[src/hdl/additive_feedback_random_generator_core_assert.svh]
// assertion macros for the additive feedback random generator core
// expects clk and rst in the scope of the module that uses them
`ifndef ADDITIVE_FEEDBACK_RANDOM_GENERATOR_CORE_ASSERT_SVH
`define ADDITIVE_FEEDBACK_RANDOM_GENERATOR_CORE_ASSERT_SVH

// same-cycle implication
`define AFRG_ASSERT_NOW(lbl, ante, cons) \
  lbl: assert property (@(posedge clk) disable iff (rst) (ante) |-> (cons)) \
    else $error("afrg assertion failed");

// next-cycle implication
`define AFRG_ASSERT_NEXT(lbl, ante, cons) \
  lbl: assert property (@(posedge clk) disable iff (rst) (ante) |=> (cons)) \
    else $error("afrg assertion failed");

`endif

[src/hdl/afrg_pkg.sv]
// shared types, constants and the microcode program of the generator core
// no dependencies
`timescale 1ns / 1ps

package afrg_pkg;

  localparam int WORD_W     = 32;
  localparam int RING_DEPTH = 32;
  localparam int RING_AW    = 5;
  localparam int PC_W       = 4;
  localparam int WARM_W     = 9;
  localparam int QUOT_W     = 16;
  localparam int RECIP_SHIFT = 48;

  localparam logic [RING_AW-1:0] RESET_INDEX   = 5'd24;
  localparam logic [RING_AW-1:0] LAG_OFFSET    = 5'd29;
  localparam logic [RING_AW-1:0] RESTART_INDEX = 5'd2;
  localparam logic [RING_AW-1:0] FILL_FIRST    = 5'd1;
  localparam logic [RING_AW-1:0] FILL_SECOND   = 5'd2;
  localparam logic [RING_AW-1:0] FILL_LAST     = 5'd30;
  localparam logic [RING_AW-1:0] TOP_INDEX     = 5'd31;
  localparam logic [RING_AW-1:0] LOW0_INDEX    = 5'd0;
  localparam logic [RING_AW-1:0] LOW1_INDEX    = 5'd1;

  localparam logic [14:0] LEHMER_A  = 15'd16807;
  localparam logic [16:0] SCHRAGE_Q = 17'd127773;
  localparam logic [11:0] SCHRAGE_R = 12'd2836;
  localparam logic [WORD_W-1:0] LEHMER_M = 32'h7FFF_FFFF;
  localparam logic [WORD_W-1:0] SCHRAGE_RECIP = 32'((64'd1 << RECIP_SHIFT) / 64'd127773);

  localparam int WARMUP_DRAWS = 310;
  localparam logic [WARM_W-1:0] WARM_LOAD = 9'(WARMUP_DRAWS - 1);

  localparam logic [WORD_W-1:0] RING_INIT [RING_DEPTH] = '{
    32'hdb48f936, 32'h14898454, 32'h37ffd106, 32'hb58bff9c,
    32'h59e17104, 32'hcf918a49, 32'h09378c83, 32'h52c7a471,
    32'h8d293ea9, 32'h1f4fc301, 32'hc3db71be, 32'h39b44e1c,
    32'hf8a44ef9, 32'h4c8b80b1, 32'h19edc328, 32'h87bf4bdd,
    32'hc9b240e5, 32'he9ee4b1b, 32'h4382aee7, 32'h535b6b41,
    32'hf3bec5da, 32'h991539b1, 32'h16a5bce3, 32'h6774a4cd,
    32'h73b5def3, 32'h3e01511e, 32'h4e508aaa, 32'h61048c05,
    32'hf5500617, 32'h846b7115, 32'h6a19892c, 32'h896a97af
  };

  // datapath operations
  localparam logic [3:0] OP_IDLE = 4'd0;
  localparam logic [3:0] OP_EMIT = 4'd1;
  localparam logic [3:0] OP_SEED = 4'd2;
  localparam logic [3:0] OP_WAIT = 4'd3;
  localparam logic [3:0] OP_FILL = 4'd4;
  localparam logic [3:0] OP_TOP  = 4'd5;
  localparam logic [3:0] OP_LOW0 = 4'd6;
  localparam logic [3:0] OP_LOW1 = 4'd7;
  localparam logic [3:0] OP_READ = 4'd8;
  localparam logic [3:0] OP_WARM = 4'd9;

  // jump conditions
  localparam logic [2:0] C_NONE   = 3'd0;
  localparam logic [2:0] C_ALWAYS = 3'd1;
  localparam logic [2:0] C_SEED   = 3'd2;
  localparam logic [2:0] C_FILL   = 3'd3;
  localparam logic [2:0] C_WARM   = 3'd4;

  // program addresses
  localparam logic [PC_W-1:0] PC_IDLE = 4'd0;
  localparam logic [PC_W-1:0] PC_EMIT = 4'd1;
  localparam logic [PC_W-1:0] PC_SEED = 4'd2;
  localparam logic [PC_W-1:0] PC_MAG  = 4'd3;
  localparam logic [PC_W-1:0] PC_MUL  = 4'd4;
  localparam logic [PC_W-1:0] PC_EST  = 4'd5;
  localparam logic [PC_W-1:0] PC_FIX  = 4'd6;
  localparam logic [PC_W-1:0] PC_PROD = 4'd7;
  localparam logic [PC_W-1:0] PC_FILL = 4'd8;
  localparam logic [PC_W-1:0] PC_TOP  = 4'd9;
  localparam logic [PC_W-1:0] PC_LOW0 = 4'd10;
  localparam logic [PC_W-1:0] PC_LOW1 = 4'd11;
  localparam logic [PC_W-1:0] PC_WRD  = 4'd12;
  localparam logic [PC_W-1:0] PC_WWR  = 4'd13;
  localparam logic [PC_W-1:0] PC_BACK = 4'd14;

  typedef struct packed {
    logic [3:0]      op;
    logic [2:0]      cond;
    logic [PC_W-1:0] target;
  } ctrl_t;

  typedef struct packed {
    logic stall;
    logic seed;
    logic fill_more;
    logic warm_more;
  } status_t;

  function automatic ctrl_t program_word(input logic [PC_W-1:0] pc);
    ctrl_t w;
    case (pc)
      PC_IDLE: w = '{op: OP_IDLE, cond: C_SEED,   target: PC_SEED};
      PC_EMIT: w = '{op: OP_EMIT, cond: C_ALWAYS, target: PC_IDLE};
      PC_SEED: w = '{op: OP_SEED, cond: C_NONE,   target: PC_IDLE};
      PC_MAG:  w = '{op: OP_WAIT, cond: C_NONE,   target: PC_IDLE};
      PC_MUL:  w = '{op: OP_WAIT, cond: C_NONE,   target: PC_IDLE};
      PC_EST:  w = '{op: OP_WAIT, cond: C_NONE,   target: PC_IDLE};
      PC_FIX:  w = '{op: OP_WAIT, cond: C_NONE,   target: PC_IDLE};
      PC_PROD: w = '{op: OP_WAIT, cond: C_NONE,   target: PC_IDLE};
      PC_FILL: w = '{op: OP_FILL, cond: C_FILL,   target: PC_MAG};
      PC_TOP:  w = '{op: OP_TOP,  cond: C_NONE,   target: PC_IDLE};
      PC_LOW0: w = '{op: OP_LOW0, cond: C_NONE,   target: PC_IDLE};
      PC_LOW1: w = '{op: OP_LOW1, cond: C_NONE,   target: PC_IDLE};
      PC_WRD:  w = '{op: OP_READ, cond: C_NONE,   target: PC_IDLE};
      PC_WWR:  w = '{op: OP_WARM, cond: C_WARM,   target: PC_WRD};
      PC_BACK: w = '{op: OP_WAIT, cond: C_ALWAYS, target: PC_IDLE};
      default: w = '{op: OP_WAIT, cond: C_ALWAYS, target: PC_IDLE};
    endcase
    return w;
  endfunction

endpackage

[src/hdl/afrg_seq.sv]
// microcode sequencer: step counter, program table and conditional jumps
// depends on afrg_pkg
`timescale 1ns / 1ps

module afrg_seq (
  input  logic             clk,
  input  logic             rst,
  input  afrg_pkg::status_t status,
  output afrg_pkg::ctrl_t   ctrl
);
  import afrg_pkg::*;

  logic [PC_W-1:0] pc;
  logic [PC_W-1:0] pc_next;
  logic            take;

  assign ctrl = program_word(pc);

  always_comb begin
    case (ctrl.cond)
      C_NONE:   take = 1'b0;
      C_ALWAYS: take = 1'b1;
      C_SEED:   take = status.seed;
      C_FILL:   take = status.fill_more;
      C_WARM:   take = status.warm_more;
      default:  take = 1'b0;
    endcase
  end

  always_comb begin
    if (status.stall) begin
      pc_next = pc;
    end else if (take) begin
      pc_next = ctrl.target;
    end else begin
      pc_next = pc + PC_W'(1);
    end
  end

  always_ff @(posedge clk) begin
    if (rst) begin
      pc <= PC_IDLE;
    end else begin
      pc <= pc_next;
    end
  end

endmodule

[src/hdl/afrg_schrage.sv]
// five-stage schrage-form lehmer step, signed truncating division by reciprocal
// depends on afrg_pkg
`timescale 1ns / 1ps

module afrg_schrage (
  input  logic        clk,
  input  logic [31:0] r,
  output logic [31:0] r_next
);
  import afrg_pkg::*;

  logic                neg1, neg2, neg3, neg4, neg5;
  logic [WORD_W-1:0]   mag1, mag2;
  logic [63:0]         prod2;
  logic [QUOT_W-1:0]   q_est, q3, q4;
  logic [32:0]         qd;
  logic [17:0]         rem3;
  logic [16:0]         rem4;
  logic [31:0]         p1;
  logic [27:0]         p2;
  logic [WORD_W-1:0]   t;

  assign q_est = prod2[RECIP_SHIFT +: QUOT_W];
  assign qd    = 33'(q_est) * 33'(SCHRAGE_Q);

  always_ff @(posedge clk) begin
    // magnitude
    neg1 <= r[31];
    mag1 <= r[31] ? (~r + 32'd1) : r;
    // reciprocal multiply
    neg2  <= neg1;
    mag2  <= mag1;
    prod2 <= 64'(mag1) * 64'(SCHRAGE_RECIP);
    // quotient estimate and remainder
    neg3 <= neg2;
    q3   <= q_est;
    rem3 <= 18'(mag2 - qd[31:0]);
    // one correction
    neg4 <= neg3;
    if (rem3 >= 18'(SCHRAGE_Q)) begin
      q4   <= q3 + 16'd1;
      rem4 <= 17'(rem3 - 18'(SCHRAGE_Q));
    end else begin
      q4   <= q3;
      rem4 <= rem3[16:0];
    end
    // products
    neg5 <= neg4;
    p1   <= 32'(rem4) * 32'(LEHMER_A);
    p2   <= 28'(q4) * 28'(SCHRAGE_R);
  end

  assign t      = neg5 ? (32'(p2) - p1) : (p1 - 32'(p2));
  assign r_next = t[31] ? (t + LEHMER_M) : t;

endmodule

[src/hdl/additive_feedback_random_generator_core.sv]
// additive lagged-fibonacci generator core over a 32-word ring
// draw: ring read registered in idle; the emit step sums, writes back and registers
// the value, stalling while the last value is not taken; only idle accepts requests
// reseed: busy after accept for 30 six-step lehmer fills and 310 two-step draws
// rst clears the sequencer, sets the index to 24, ring reads the reset table
`timescale 1ns / 1ps
`include "additive_feedback_random_generator_core_assert.svh"

module additive_feedback_random_generator_core (
  input  logic        clk,
  input  logic        rst,
  input  logic        in_valid,
  output logic        in_ready,
  input  logic        kind,
  input  logic [31:0] seed,
  output logic        out_valid,
  input  logic        out_ready,
  output logic [31:0] value
);
  import afrg_pkg::*;

  ctrl_t   ctrl;
  status_t status;

  logic                  in_accept;
  logic                  out_block;
  logic [RING_AW-1:0]    idx;
  logic [RING_AW-1:0]    fill_i;
  logic [WARM_W-1:0]     warm_cnt;
  logic [WORD_W-1:0]     seed_word;
  logic [WORD_W-1:0]     r_word;
  logic [WORD_W-1:0]     r_next;
  logic [WORD_W-1:0]     low0;
  logic [WORD_W-1:0]     low1;
  logic [WORD_W-1:0]     rd_a;
  logic [WORD_W-1:0]     rd_b;
  logic [WORD_W-1:0]     sum;
  logic [RING_AW-1:0]    addr_a;
  logic [RING_AW-1:0]    addr_b;
  logic                  wr_en;
  logic [RING_AW-1:0]    wr_addr;
  logic [WORD_W-1:0]     wr_data;
  logic [WORD_W-1:0]     ring [RING_DEPTH];
  logic [RING_DEPTH-1:0] ring_ok;

  afrg_seq u_seq (
    .clk    (clk),
    .rst    (rst),
    .status (status),
    .ctrl   (ctrl)
  );

  afrg_schrage u_schrage (
    .clk    (clk),
    .r      (r_word),
    .r_next (r_next)
  );

  assign in_ready  = (ctrl.op == OP_IDLE);
  assign in_accept = in_valid && in_ready;
  assign out_block = out_valid && !out_ready;

  assign status.stall     = ((ctrl.op == OP_IDLE) && !in_accept) ||
                            ((ctrl.op == OP_EMIT) && out_block);
  assign status.seed      = kind;
  assign status.fill_more = (fill_i != FILL_LAST);
  assign status.warm_more = (warm_cnt != '0);

  assign addr_a = idx + LAG_OFFSET;
  assign addr_b = idx + 5'd1;
  assign sum    = rd_a + rd_b;

  // single write port
  always_comb begin
    wr_en   = 1'b0;
    wr_addr = idx;
    wr_data = sum;
    case (ctrl.op)
      OP_EMIT: begin
        wr_en = !out_block;
      end
      OP_WARM: begin
        wr_en = 1'b1;
      end
      OP_FILL: begin
        wr_en   = 1'b1;
        wr_addr = fill_i;
        wr_data = r_next;
      end
      OP_TOP: begin
        wr_en   = 1'b1;
        wr_addr = TOP_INDEX;
        wr_data = seed_word;
      end
      OP_LOW0: begin
        wr_en   = 1'b1;
        wr_addr = LOW0_INDEX;
        wr_data = low0;
      end
      OP_LOW1: begin
        wr_en   = 1'b1;
        wr_addr = LOW1_INDEX;
        wr_data = low1;
      end
      default: begin
        wr_en = 1'b0;
      end
    endcase
  end

  // ring memory, unwritten entries read as the reset table
  always_ff @(posedge clk) begin
    if (wr_en) begin
      ring[wr_addr] <= wr_data;
    end
    if ((ctrl.op == OP_IDLE) || (ctrl.op == OP_READ)) begin
      rd_a <= ring_ok[addr_a] ? ring[addr_a] : RING_INIT[addr_a];
      rd_b <= ring_ok[addr_b] ? ring[addr_b] : RING_INIT[addr_b];
    end
  end

  always_ff @(posedge clk) begin
    if (rst) begin
      ring_ok <= '0;
    end else if (wr_en) begin
      ring_ok[wr_addr] <= 1'b1;
    end
  end

  // control state
  always_ff @(posedge clk) begin
    if (rst) begin
      idx       <= RESET_INDEX;
      fill_i    <= FILL_FIRST;
      warm_cnt  <= '0;
      out_valid <= 1'b0;
    end else begin
      if (out_valid && out_ready) begin
        out_valid <= 1'b0;
      end
      case (ctrl.op)
        OP_EMIT: begin
          if (!out_block) begin
            out_valid <= 1'b1;
            idx       <= idx + 5'd1;
          end
        end
        OP_WARM: begin
          idx      <= idx + 5'd1;
          warm_cnt <= warm_cnt - 9'd1;
        end
        OP_SEED: begin
          fill_i <= FILL_FIRST;
        end
        OP_FILL: begin
          fill_i <= fill_i + 5'd1;
        end
        OP_LOW1: begin
          idx      <= RESTART_INDEX;
          warm_cnt <= WARM_LOAD;
        end
        default: begin
          idx <= idx;
        end
      endcase
    end
  end

  // payload
  always_ff @(posedge clk) begin
    if ((ctrl.op == OP_EMIT) && !out_block) begin
      value <= sum;
    end
    if (in_accept) begin
      seed_word <= (seed == '0) ? 32'd1 : seed;
    end
    if (ctrl.op == OP_SEED) begin
      r_word <= seed_word;
    end
    if (ctrl.op == OP_FILL) begin
      r_word <= r_next;
      if (fill_i == FILL_FIRST) begin
        low0 <= r_next;
      end
      if (fill_i == FILL_SECOND) begin
        low1 <= r_next;
      end
    end
  end

  `AFRG_ASSERT_NEXT(a_busy_after_beat, in_valid && in_ready, !in_ready)
  `AFRG_ASSERT_NOW(a_fill_range, ctrl.op == OP_FILL, fill_i >= FILL_FIRST && fill_i <= FILL_LAST)
  `AFRG_ASSERT_NOW(a_fill_below_modulus, ctrl.op == OP_FILL, !r_next[31])
  `AFRG_ASSERT_NEXT(a_warmup_silent, ctrl.op == OP_WARM && !out_valid, !out_valid)

endmodule
[config.mk]
export PLATFORM = sky130hd
export DESIGN_NAME = additive_feedback_random_generator_core
export DESIGN_NICKNAME = d
export VERILOG_FILES = /design/src/hdl/afrg_pkg.sv /design/src/hdl/afrg_seq.sv /design/src/hdl/afrg_schrage.sv /design/src/hdl/additive_feedback_random_generator_core.sv
export VERILOG_INCLUDE_DIRS = /design/src /design/src/hdl
export SDC_FILE = /design/constraint.sdc
export NUM_CORES = 2
export LEC_CHECK = 0
export ABC_AREA = 0
export BUFFER_PORTS_ARGS = -buffer_cell sky130_fd_sc_hd__clkbuf_2
export CAP_MARGIN = 10
export CORE_MARGIN = 8
export CORE_UTILIZATION = 33
export DETAILED_ROUTE_END_ITERATION = 6
export PLACE_DENSITY = 0.52
export SLEW_MARGIN = 20
export SYNTH_ARGS = -nofsm -noshare
export SYNTH_HDL_FRONTEND = slang
export SYNTH_HIERARCHICAL = 1
export SYNTH_SLANG_ARGS = --single-unit
[constraint.sdc]
create_clock -name clk -period 8.9 [get_ports clk]
set_input_delay 1.78 -clock clk [delete_from_list [all_inputs] [get_ports clk]]
set_output_delay 1.78 -clock clk [all_outputs]
set_load 0.05 [all_outputs]
# Yosys cells after proc, flatten, opt, wreduce, memory -nomap -nowiden

Memory sizes are Yosys's and may differ from the RTL's. A register that Yosys moved wholly into a read port is not among the register bits.
Cells that the tools add are included.

Word-level logic and storage cells: 133
Memories kept: 4
RAM bits: 1024
Register bits after elaboration: 523
Memory bits (read-only): 2224
Output and inout port bits: 34
Input bits: 37

Memories:

| name            | words | bits a word | read ports | clocked after Yosys merged registers in | wr ports | line                                           | text |
|---|---|---|---|---|---|---|---|
| (no name shown) | 32    | 32          | 1          | 0                                       | 0        | additive_feedback_random_generator_core.sv:118 | `rd_b <= ring_ok[addr_b] ? ring[addr_b] : RING_INIT[addr_b];` |
| (no name shown) | 32    | 32          | 1          | 0                                       | 0        | additive_feedback_random_generator_core.sv:117 | `rd_a <= ring_ok[addr_a] ? ring[addr_a] : RING_INIT[addr_a];` |
| ring            | 32    | 32          | 2          | 0                                       | 1        | additive_feedback_random_generator_core.sv:43  | `logic [WORD_W-1:0] ring [RING_DEPTH];` |
| (no name shown) | 16    | 11          | 1          | 1                                       | 0        | afrg_pkg.sv:96                                 | `case (pc)` |

$add $sub $neg: 13
Muxes and demuxes: 35
Reduce and logical (&&, ||, !) cells: 22
Eq/ne operators: 16
Bitwise logic cells: 4
$lt $le $gt $ge: 7
Multipliers: 4

Operator list:

| operator               | number |
|---|---|
| $mux 32                | 10 |
| $pmux 32 s4            | 1 |
| $mul 32x31->63 const B | 1 |
| $add 32x1->32 const B  | 1 |
| $add 32x31->32 const B | 1 |
| $add 32x32->32         | 1 |
| $logic_not 32->1       | 1 |
| $mul 17x15->32 const B | 1 |
| $not 32->32            | 1 |
| $or 32x32->32          | 1 |
| $sub 28x32->32         | 1 |
| $sub 32x28->32         | 1 |
| $mux 31                | 1 |
| $mul 16x10->26 const B | 1 |
| $pmux 5 s4             | 1 |
| $ge 18x17->1 const B   | 1 |
| $lt 5x6->1 const B     | 3 |
| $mul 16x17->18 const B | 1 |
| $pmux 9 s2             | 1 |
| $sub 18x18->18         | 1 |
| $mux 17                | 1 |
| $sub 17x17->17 const B | 1 |
| $add 16x1->16 const B  | 1 |
| $eq 4x3->1 const B     | 4 |
| 36 further kinds       | 63 |

# Logic depth before layout (Yosys ltp)

Depth after elaboration: 7
Mapped depth: 25
Gate-level depth less buffers: 25

# By module

Netlist, hierarchy kept.

Modules (own cells, without submodules):

| module                                  | seq. area each (um2) | times used | cells an instance | area each (um2) |
|---|---|---|---|---|
| additive_feedback_random_generator_core | 38516.9              | 1          | 3327              | 57630.3 |
| afrg_schrage                            | 3923.8               | 1          | 3425              | 33712.3 |
| afrg_seq                                | 240.2                | 1          | 56                | 593.1 |

# Worst setup path after synthesis

No wires, ideal clock.

Path type: register -> register
Start point: register u_schrage.mag1[17]
End point: register u_schrage.prod2[63]
Clock period less this slack: 7.050 ns
Slack: 1.850 ns
Path buffers: 0
Arrival: 6.927 ns
Data required time: 8.777 ns
Cell stages (with the launch flop): 24
Setup time: 0.123 ns
Cells stage by stage: dfxtp_1 -> fa_1 -> ha_1 -> inv_1 -> fa_1 -> inv_1 -> fa_1 -> fa_1 -> fa_1 -> fa_1 -> inv_1 -> fa_1 -> inv_1 -> ha_1 -> a211oi_1 -> nor2_1 -> a311oi_1 -> o311ai_0 -> a2111oi_0 -> o211ai_1 -> a31oi_1 -> o21bai_1 -> o211a_1 -> or2_2

Longest elaborated chain between the ends: 1

RTL lines:

| what                   | line               | text |
|---|---|---|
| start, declared        | afrg_schrage.sv:13 | `logic [WORD_W-1:0] mag1, mag2;` |
| start signal, assigned | afrg_schrage.sv:29 | `mag1 <= r[31] ? (~r + 32'd1) : r;` |
| $mul 32x31->63         | afrg_schrage.sv:33 | `prod2 <= 64'(mag1) * 64'(SCHRAGE_RECIP);` |
| end signal, assigned   | afrg_schrage.sv:33 |  |
| end, declared          | afrg_schrage.sv:14 | `logic [63:0] prod2;` |

No other way between the ends.
A chain may end at the register's enable or synchronous reset.

# Final worst setup path

Start point: register u_schrage.mag1[11]
End point: register u_schrage.prod2[63]

Same word-level chain as after synthesis.

==> summary.md <==
| Metric | Value |
|---|---|
| Boundary Pins | `between 70 and 80` |
| Startpoint Class | `register` |
| Critical path arrival | `8990 ps` |
| Placed cell areas | `roughly 0.097 mm2` |
| Vias in the first global route | `roughly 60000` |
| H-Tree Depth | `4` |
| Outcome | `completed` |
| Via Count | `around 57000` |
| Max-slew violation count | `0` |
| Hold Path Class | `reg2reg` |
| Inst Count DP | `10400` |
| Drt first pass iters | `6` |
| Least-Margin Pin Slew | `around 1200 ps` |
| DP Wirelength | `about 200 mm` |
| GRT Overall Usage | `0.188` |
| Worst path most repeated cell | `fa_1` |
| Peak Freq | `0.120 GHz` |
| Syn Inst Count | `between 6000 and 7000` |
| Worst skew pair latency | `between 800 and 900 ps` |
| Total global routing overflow | `0` |
| Vias/cell | `between 5 and 6` |
| First-pass GRT wire length | `~410 mm` |
| DR WL/cell | `~26 um` |
| Largest net degree at the start of global routing | `about 140` |
| PortBufs | `70` |
| CP max FO | `11` |
| Critical path type | `reg2reg` |
| Sum of negative setup slack | `0 ps` |
| Final Cycle Share | `0.937` |
| Clk slew on worst S/H paths | `roughly 70 ps` |
| TritonCTS Buffers | `between 150 and 200` |
| RSZ-0062 raised after global routing | `false` |
| CTS tree | `yes` |
| Non-filler cells, final | `around 11000` |
| Total Die Area | `approximately 0.30 mm2` |
| Minimum clock period | `8340 ps` |
| Hold-fix buffers, CTS | `0` |
| Remaining routing DRC violations | `0` |
| CP cell instances | `fa_1, ha_1, inv_1, fa_1, inv_1, fa_1, fa_1, fa_1, fa_1, fa_1, ha_1, a21oi_1, o21ai_0, a311oi_1, o311ai_0, a2111oi_0, o211ai_1, a31oi_1, o21bai_1, o211a_1, or2_2` |
| Die H | `around 540 um` |
| Global placement routability congestion | `0.935` |
| Final WL | `between 200 and 300 mm` |
| Clock skew | `roughly 100 ps` |
| Clk sink count | `about 1500` |
| Area grow syn2layout | `11.4%` |
| Detail Route Antenna Nets | `0` |
| Mapped Area | `0.0919 mm2` |
| Max-slew headroom | `0.183` |
| Nature of the critical path endpoint | `register` |
| Initial DRC count | `roughly 5200` |
| Ys Warns | `6` |
| Post-route cell area | `0.102 mm2` |
| Syn avg cell area | `13.5 um2` |
| Hold Fails Final Rpt | `0` |
| CTS Buffer Depth | `4` |
| Final Setup Violations | `0` |
| Largest stage delay, worst path | `roughly 900 ps` |
| Clock Tree Root | `clkbuf_16` |
| Max-Cap Viols | `0` |
| Width of the die | `~540 um` |
| Critical path's slowest cell | `a2111oi_0` |
| Worst EP required | `9550 ps` |
| Family with the most delay on the worst path | `adder cells` |
| Hold slack | `300 ps` |
| Initial core utilization | `0.332` |
| Final Net Count | `between 8000 and 9000` |
| Core box area | `0.277 mm2` |
| FP Rows | `roughly 190` |
| Worst Path Buf+Inv | `2` |
| Post-CTS Resized | `0` |
| Initial antenna violation count | `9` |
| Share of layout cells above drive strength 1 | `0.149` |
| Synth Net Count | `between 8000 and 9000` |
| Post-CTS setup buffer count | `0` |
-- per-layer routing --
metal  part of all wire  global-route usage  routed length, um  up-vias
li1                   -                   -                  -    25100
met3              0.056              0.0250              15800      449
met5           0.000046                   0                 13        -
met1               0.41               0.245             117000    29400
met2               0.49               0.319             137000     1792
met4              0.042              0.0697              12000        2
-- final cells by class --
cell class / instances / area (um2)
sequential: 1508 / 42700
inverter: 808 / 3030
clock buffer: 200 / 4440
tap: 3705 / 4640
fill: 26500 / 174000
timing repair buffer: 200 / 1400
multi-input combinational: 4186 / 45300
clock inverter: 96 / 863
antenna: 4 / 10.0
-- per-stage QoR --
| stage | utilization | setup slack [ps] |
|---|---|---|
| after floorplan | - | 1850 |
| after global placement | 0.351 | 617 |
| final | 0.370 | 558 |
| after CTS | 0.370 | 480 |
| after detailed placement | 0.351 | 561 |
| after global routing | 0.370 | 155 |
-- state kept, by name (all words and copies together) (netlist names), 8 cells and up --
signal	cells
ring	1024
low0	32
low1	32
r_word	32
rd_a	32
rd_b	32
ring_ok	32
seed_word	32
u_schrage/mag1	32
u_schrage/p1	32
value	32
u_schrage/p2	26
u_schrage/mag2	18
u_schrage/rem3	18
u_schrage/rem4	17
u_schrage/prod2	16
u_schrage/q3	16
u_schrage/q4	16
warm_cnt	9
u_seq/ctrl	8
-- final timing paths --
check,start,endpoint,slack (ps),depth (start not counted)
hold / removal,u_schrage/neg1$_DFF_P_,u_schrage/neg2$_DFF_P_,300,0
setup / recovery,u_schrage/mag1[11]$_DFF_P_,u_schrage/prod2[63]$_DFF_P_,560,21
hold reg to reg,u_schrage/neg1$_DFF_P_,u_schrage/neg2$_DFF_P_,300,0
setup reg to reg,u_schrage/mag1[11]$_DFF_P_,u_schrage/prod2[63]$_DFF_P_,560,21
-- placed cells by master (no fill, tap or decap), types with 72 or more instances in the layout --
| master | instances |
|---|---|
| nor2_1 | 266 |
| dfxtp_1 | 256 |
| edfxtp_1 | 1248 |
| a21oi_1 | 302 |
| nand3_1 | 72 |
| buf_4 | 124 |
| xnor2_1 | 173 |
| ha_1 | 786 |
| o21ai_0 | 157 |
| fa_1 | 492 |
| xor2_1 | 75 |
| mux4_2 | 454 |
| clkbuf_16 | 171 |
| nand2_1 | 376 |
| a21o_1 | 90 |
| inv_1 | 801 |
Power is not shown: default switching activity piles up to over one toggle a cycle in this logic, so the estimate is an artifact.
